--- src/hdl/olpr_pkg.sv ---
// Package for the ordered list positional remove unit.
// Holds status codes, operation codes, default sizes and the memory write type; no dependencies.
package olpr_pkg;
  localparam int CAPACITY_DEF = 64;
  localparam int DATA_WIDTH_DEF = 32;
  localparam int POS_W = 7;
  localparam int CNT_W = 7;
  localparam int WORD_W = 32;
  localparam logic [1:0] ST_OK = 2'd0;
  localparam logic [1:0] ST_EMPTY = 2'd1;
  localparam logic [1:0] ST_RANGE = 2'd2;
  localparam logic [1:0] ST_FULL = 2'd3;
  localparam logic OP_APPEND = 1'b0;
  localparam logic OP_REMOVE = 1'b1;

  typedef struct packed {
    logic             we;
    logic [10:0]      waddr;
    logic [63:0]      wdata;
  } mem_wr_t;
endpackage

--- src/hdl/ordered_list_positional_remove_unit.sv ---
// Ordered list with positional remove: list control and result register.
// Depends on olpr_pkg and olpr_store.
//
// Usage: input items arrive on s_axis (tdata = operation, item_data, position,
// from bit 0 up). An append writes the word at the tail as it is accepted.
// A remove reads the word at the position (position zero counts as one), then
// closes the gap by moving each later entry down one place: one memory read and
// one write per cycle, set by the single memory port pair. Each item gives one
// result on m_axis (tdata = status, removed_data, entry_count). The result
// waits in an output register; while the receiver stalls, the next item is
// accepted and worked on, but its result waits until the register empties.
// Reset clears the count and the control state; the memory is not cleared,
// and only entries below the count are ever used.
// CAPACITY may be 2 to 127 here, since position and count are 7-bit fields.
module ordered_list_positional_remove_unit import olpr_pkg::*; #(
  parameter int CAPACITY = CAPACITY_DEF,
  parameter int DATA_WIDTH = DATA_WIDTH_DEF
) (
  input  logic        clk,
  input  logic        rst,
  input  logic        s_axis_tvalid,
  output logic        s_axis_tready,
  input  logic [39:0] s_axis_tdata,  // operation[0], item_data[32:1], position[39:33]
  output logic        m_axis_tvalid,
  input  logic        m_axis_tready,
  output logic [47:0] m_axis_tdata   // status[1:0], removed_data[33:2], entry_count[40:34]
);
  localparam int AW = (CAPACITY > 1) ? $clog2(CAPACITY) : 1;
  localparam logic [2:0] S_IDLE = 3'd0;
  localparam logic [2:0] S_READ = 3'd1;
  localparam logic [2:0] S_SHIFT = 3'd2;
  localparam logic [2:0] S_DONE = 3'd3;
  localparam logic [CNT_W-1:0] CAP = CNT_W'(CAPACITY);

  logic [2:0]            state;
  logic [CNT_W-1:0]      count;
  logic [CNT_W-1:0]      idx;
  logic [1:0]            res_status;
  logic [WORD_W-1:0]     res_data;
  logic [CNT_W-1:0]      res_count;
  logic [AW-1:0]         raddr;
  logic [DATA_WIDTH-1:0] rdata;
  mem_wr_t               wr;
  logic                  out_free;
  logic                  in_fire;
  logic                  in_op;
  logic [WORD_W-1:0]     in_word;
  logic [POS_W-1:0]      in_pos;
  logic [CNT_W-1:0]      pos_idx;

  assign in_op = s_axis_tdata[0];
  assign in_word = s_axis_tdata[32:1];
  assign in_pos = s_axis_tdata[39:33];
  assign pos_idx = (in_pos == '0) ? '0 : in_pos - 1'b1;
  assign s_axis_tready = (state == S_IDLE);
  assign in_fire = s_axis_tvalid && s_axis_tready;
  assign out_free = !m_axis_tvalid || m_axis_tready;

  olpr_store #(.CAPACITY(CAPACITY), .DATA_WIDTH(DATA_WIDTH)) u_store (
    .clk(clk), .wr(wr), .raddr(raddr), .rdata(rdata)
  );

  always_comb begin
    raddr = idx[AW-1:0];
    wr = '0;
    if (state == S_IDLE) begin
      raddr = pos_idx[AW-1:0];
      if (in_fire && in_op == OP_APPEND && count < CAP) begin
        wr.we = 1'b1;
        wr.waddr = 11'(count);
        wr.wdata = 64'(in_word[DATA_WIDTH-1:0]);
      end
    end else if (state == S_READ) begin
      raddr = AW'(idx + 1'b1);
    end else if (state == S_SHIFT) begin
      raddr = AW'(idx + 1'b1);
      if (idx != count) begin
        wr.we = 1'b1;
        wr.waddr = 11'(idx - 1'b1);
        wr.wdata = 64'(rdata);
      end
    end
  end

  always_ff @(posedge clk) begin
    if (rst) begin
      state <= S_IDLE;
      count <= '0;
      m_axis_tvalid <= 1'b0;
    end else begin
      if (m_axis_tvalid && m_axis_tready && state != S_DONE) m_axis_tvalid <= 1'b0;
      unique case (state)
        S_IDLE: begin
          if (in_fire) begin
            res_data <= '0;
            idx <= pos_idx;
            if (in_op == OP_APPEND) begin
              if (count < CAP) begin
                res_status <= ST_OK;
                count <= count + 1'b1;
                res_count <= count + 1'b1;
              end else begin
                res_status <= ST_FULL;
                res_count <= count;
              end
              state <= S_DONE;
            end else if (count == '0) begin
              res_status <= ST_EMPTY;
              res_count <= count;
              state <= S_DONE;
            end else if (in_pos > count) begin
              res_status <= ST_RANGE;
              res_count <= count;
              state <= S_DONE;
            end else begin
              res_status <= ST_OK;
              state <= S_READ;
            end
          end
        end
        S_READ: begin
          res_data <= WORD_W'(rdata);
          idx <= idx + 1'b1;
          state <= S_SHIFT;
        end
        S_SHIFT: begin
          if (idx == count) begin
            count <= count - 1'b1;
            res_count <= count - 1'b1;
            state <= S_DONE;
          end else begin
            idx <= idx + 1'b1;
          end
        end
        S_DONE: begin
          if (out_free) begin
            m_axis_tvalid <= 1'b1;
            m_axis_tdata <= {7'b0, res_count, res_data, res_status};
            state <= S_IDLE;
          end else if (m_axis_tvalid && m_axis_tready) begin
            m_axis_tvalid <= 1'b0;
          end
        end
        default: state <= S_IDLE;
      endcase
    end
  end

`ifndef ASSERT_OFF
  a_count_max: assert property (@(posedge clk) disable iff (rst) count <= CAP)
    else $error("count exceeds capacity");
  a_no_accept_busy: assert property (@(posedge clk) disable iff (rst)
    (state != S_IDLE) |-> !s_axis_tready)
    else $error("accept while busy");
  a_shift_bound: assert property (@(posedge clk) disable iff (rst)
    (state == S_SHIFT) |-> (idx <= count))
    else $error("shift index past count");
  a_data_zero: assert property (@(posedge clk) disable iff (rst)
    (m_axis_tvalid && m_axis_tdata[1:0] != ST_OK) |-> (m_axis_tdata[33:2] == '0))
    else $error("data on failed item");
`endif
endmodule

--- src/hdl/olpr_store.sv ---
// Entry memory of the ordered list: one write port, one registered read port.
// Depends on olpr_pkg.
module olpr_store import olpr_pkg::*; #(
  parameter int CAPACITY = CAPACITY_DEF,
  parameter int DATA_WIDTH = DATA_WIDTH_DEF,
  localparam int AW = (CAPACITY > 1) ? $clog2(CAPACITY) : 1
) (
  input  logic                  clk,
  input  mem_wr_t               wr,
  input  logic [AW-1:0]         raddr,
  output logic [DATA_WIDTH-1:0] rdata
);
  logic [DATA_WIDTH-1:0] mem [CAPACITY];

  always_ff @(posedge clk) begin
    if (wr.we) begin
      mem[wr.waddr[AW-1:0]] <= wr.wdata[DATA_WIDTH-1:0];
    end
    rdata <= mem[raddr];
  end
endmodule
--- config.mk ---
export PLATFORM = sky130hd
export DESIGN_NAME = ordered_list_positional_remove_unit
export DESIGN_NICKNAME = d
export VERILOG_FILES = /design/src/hdl/olpr_pkg.sv /design/src/hdl/ordered_list_positional_remove_unit.sv /design/src/hdl/olpr_store.sv
export SDC_FILE = /design/constraint.sdc
export NUM_CORES = 2
export LEC_CHECK = 0
export CAP_MARGIN = 20
export CORE_AREA = 2 2 391 393
export DETAILED_ROUTE_END_ITERATION = 8
export DIE_AREA = 0 0 393 395
export DONT_BUFFER_PORTS = 1
export PLACE_DENSITY_LB_ADDON = 0.05
export SETUP_SLACK_MARGIN = 0.2
export SYNTH_ARGS = -nofsm -noshare
export SYNTH_HDL_FRONTEND = slang
export SYNTH_SLANG_ARGS = --single-unit
export TNS_END_PERCENT = 30
--- constraint.sdc ---
create_clock -name clk -period 3.75 [get_ports clk]
set_input_delay 0.375 -clock clk [delete_from_list [all_inputs] [get_ports clk]]
set_output_delay 0.375 -clock clk [all_outputs]
set_load 0.01 [all_outputs]
==> metrics.txt <==
biggest area consumer among synthesized cells edfxtp_1; Detailed Routing Iterations Pass 1 6; via count ~55000; Final setup viols 0; Slew HR 0.390; pin count of the biggest net entering global routing between 100 and 150; Crit Path Max Fanout 66; number of remaining DRC errors 0; fmax 0.281 GHz; register bit total from synthesis approximately 2200; clock share of power 0.236; GP Congestion just under 0.9; P_sw between 30000 and 40000 uW; worst setup path category reg2reg; worst hold path class in2reg; die footprint 155000 um^2; Clock Sink Count around 2200; row count approximately 140; synth warn 0; vias in the first global route 51700; Primary FF master, synth edfxtp_1; antenna viol nets, final 0; CTS Buf Count 215; switching part of the total 0.388; status finished, final reports clean; fin nets 6314; post-synthesis sequential area ratio 0.758; clk buf depth 3; critical path data required time 4.48 ns; layout cells sized above 1 0.150; internal power approximately 54000 uW; total gr overflow 0; combinational share of power 0.426; Post-synth EDFFs 2137; worst setup margin between 0.15 and 0.2 ns; initial antenna violation count 12; Post-Place Cells 8008; fin cells between 8000 and 9000; Pwr Density a little under 900 nW/um^2; Hold Violations, Final 0; DIE HEIGHT 395 um; final core occ 0.664; final instance area around 100000 um^2; dpl cell area 92500 um^2; Setup Total Neg Slack 0 ns; wire per inst a little over 30 um; Worst Max-Slew Pin Slew between 0.9 and 1 ns; I/O Pins 94; crit share post-route 0.948; worst vdd ir just under 0.7 mV; top-area cell type share of the netlist area 0.748; post-synthesis async set-or-reset flop share 0; number of max-cap violations 0; DIE WIDTH 393 um; Via density between 6 and 7; Total Wirelength between 200 and 300 mm; clock-pin slew on the worst setup and hold paths ~0.060 ns; startpoint class of the critical path flip-flop; Yosys cell types 83; gate count after technology mapping between 5000 and 6000; CP endpoint kind flip-flop; skew final 0.0574 ns; CTS Root Cell clkbuf_16; Area growth syn-to-layout 17.1%; Starting Density 0.567; RSZ-0062 raised after global routing true; H-Tree Depth 4; CTS tree yes; Core Region 151000 um^2; DP HPWL 147 mm; Mapped Area 85800 um^2; Total GRT Usage 0.334; Crit path arrival time between 4 and 5 ns; Avg Inst Size Synth ~14 um^2; largest cells by area after synthesis edfxtp_1, nand2_1, mux2i_1, a21oi_1, nand3_1; Leak Pwr roughly 0.034 uW; Starting DRT DRC Count ~6800; I/O Buffers 0; register share of total power 0.339; max-slew violations 0; worst skew pair latency approximately 0.87 ns; first-pass GRT wire length between 300 and 400 mm; setup slack at placement -0.325 ns; minimum clock period approximately 3.6 ns
synthesized netlist by cell type (10+ instances only):
| master | count |
|---|---|
| a21oi_1 | 380 |
| a32o_1 | 17 |
| buf_1 | 42 |
| nand3_1 | 330 |
| a22o_1 | 35 |
| a221oi_1 | 103 |
| nand2_1 | 1239 |
| a211oi_1 | 73 |
| nor4_1 | 17 |
| mux2_2 | 22 |
| clkbuf_1 | 173 |
| a2111oi_0 | 18 |
| buf_4 | 23 |
| and2_1 | 36 |
| a32oi_1 | 75 |
| nand4_1 | 87 |
| o311ai_1 | 15 |
| nor2_1 | 120 |
| ha_1 | 18 |
| a22oi_1 | 79 |
| o21ai_0 | 70 |
| nand3b_1 | 18 |
| edfxtp_1 | 2137 |
| inv_1 | 24 |
| or4_1 | 22 |
| buf_2 | 160 |
| xor2_1 | 10 |
| dfxtp_1 | 42 |
| or3_1 | 10 |
| o2111ai_1 | 40 |
| nor3_1 | 13 |
| and3_1 | 94 |
| xnor2_1 | 21 |
| a31oi_1 | 41 |
| mux2i_1 | 223 |
layer usage:
layer / global-route usage / routed length, um
met5: 0 / 10
met4: 0.140 / 11500
met3: 0.0531 / 24100
met2: 0.516 / 122000
met1: 0.475 / 103000
power by group through the flow:
stage	registers, uW	logic (uW)	clock network (uW)
5_1_grt	30000	39900	22000
6_report	29900	37600	20800
3_3_place_gp	30400	34800	0
4_1_cts	29900	36100	21000
3_5_place_dp	30400	35200	0
2_1_floorplan	30100	20200	0
final cells by class:
type                       instances  area (um^2)
fill                           10700        50800
antenna                           15         37.5
clock buffer                     296         5790
tap                             2030         2540
multi-input combinational       3332        19800
sequential                      2179        65000
inverter                          24         92.6
clock inverter                    96          981
timing repair buffer             500         6140
critical path, cell delays in order (launching register included):
cell and delay (ns):
dfxtp_2 0.32, buf_4 0.15, ha_4 0.18, nor2_4 0.13, mux2_4 0.35, nor2_8 0.16, buf_12 0.12, buf_12 0.18
buf_16 0.28, mux2_2 0.38, o2111ai_1 0.37, nand3b_1 0.17, nand4_1 0.16, or3_1 0.39
registers in the layout (all words and copies together) (netlist names), 2 cells and up:
register and flops:
u_store.mem 2048, m_axis_tdata 41, res_data 32, u_store.rdata 32, count 7, idx 7
res_count 7, res_status 2, state 2
logic make-up after synthesis:
logic type               Yosys count  synth area share
AO/OA/AOI/OAI                   1014            0.0811
XOR/XNOR                          31           0.00317
adder cells (fa/ha/maj)           18           0.00263
buffers and inverters            427            0.0224
flip-flops                      2179             0.758
multiplexers                     245            0.0289
other                              1         0.0000437
AND/OR/NAND/NOR                 2017             0.104
repair_timing:
action	in CTS	in global routing
pin swaps	3	12
hold buffers	12	0
endpoints found under the hold margin	55	0
setup buffers	2	33
setup endpoints to repair	32	398
resized for setup	35	56
cloned	4	5
placed cells by master, fill, tap and decap left out, drive strengths merged, types with 16 or more instances in the layout:
| cell | instances |
|---|---|
| a2111oi | 19 |
| a211oi | 73 |
| a21oi | 380 |
| a221oi | 103 |
| a22o | 35 |
| a22oi | 79 |
| a31oi | 41 |
| a32o | 17 |
| a32oi | 75 |
| and2 | 36 |
| and3 | 94 |
| buf | 477 |
| clkbuf | 303 |
| clkinv | 76 |
| dfxtp | 42 |
| edfxtp | 2137 |
| ha | 18 |
| inv | 30 |
| mux2 | 22 |
| mux2i | 223 |
| nand2 | 1240 |
| nand3 | 330 |
| nand3b | 18 |
| nand4 | 89 |
| nor2 | 124 |
| nor4 | 18 |
| o2111ai | 40 |
| o21ai | 73 |
| o311ai | 16 |
| or4 | 23 |
| xnor2 | 21 |
final timing paths:
check,from,to,slack [ns],cells past startpoint
setup / recovery,state[0],u_store.rdata[5],0.20,13
hold / removal,s_axis_tdata[10],u_store.mem[19][9],0.05,1
setup reg to reg,state[0],u_store.rdata[5],0.20,13
hold reg to reg,res_data[31],m_axis_tdata[33],0.39,0
metrics by stage:
step	total power (uW)	hold WS, ns
4_1_cts	87000	0.00103
6_report	88400	0.0452
5_1_grt	91800	0.0309
3_3_place_gp	65200	0.401
3_5_place_dp	65600	0.405
2_1_floorplan	50400	0.400
Note: power is estimated with default switching activity, not from simulation.
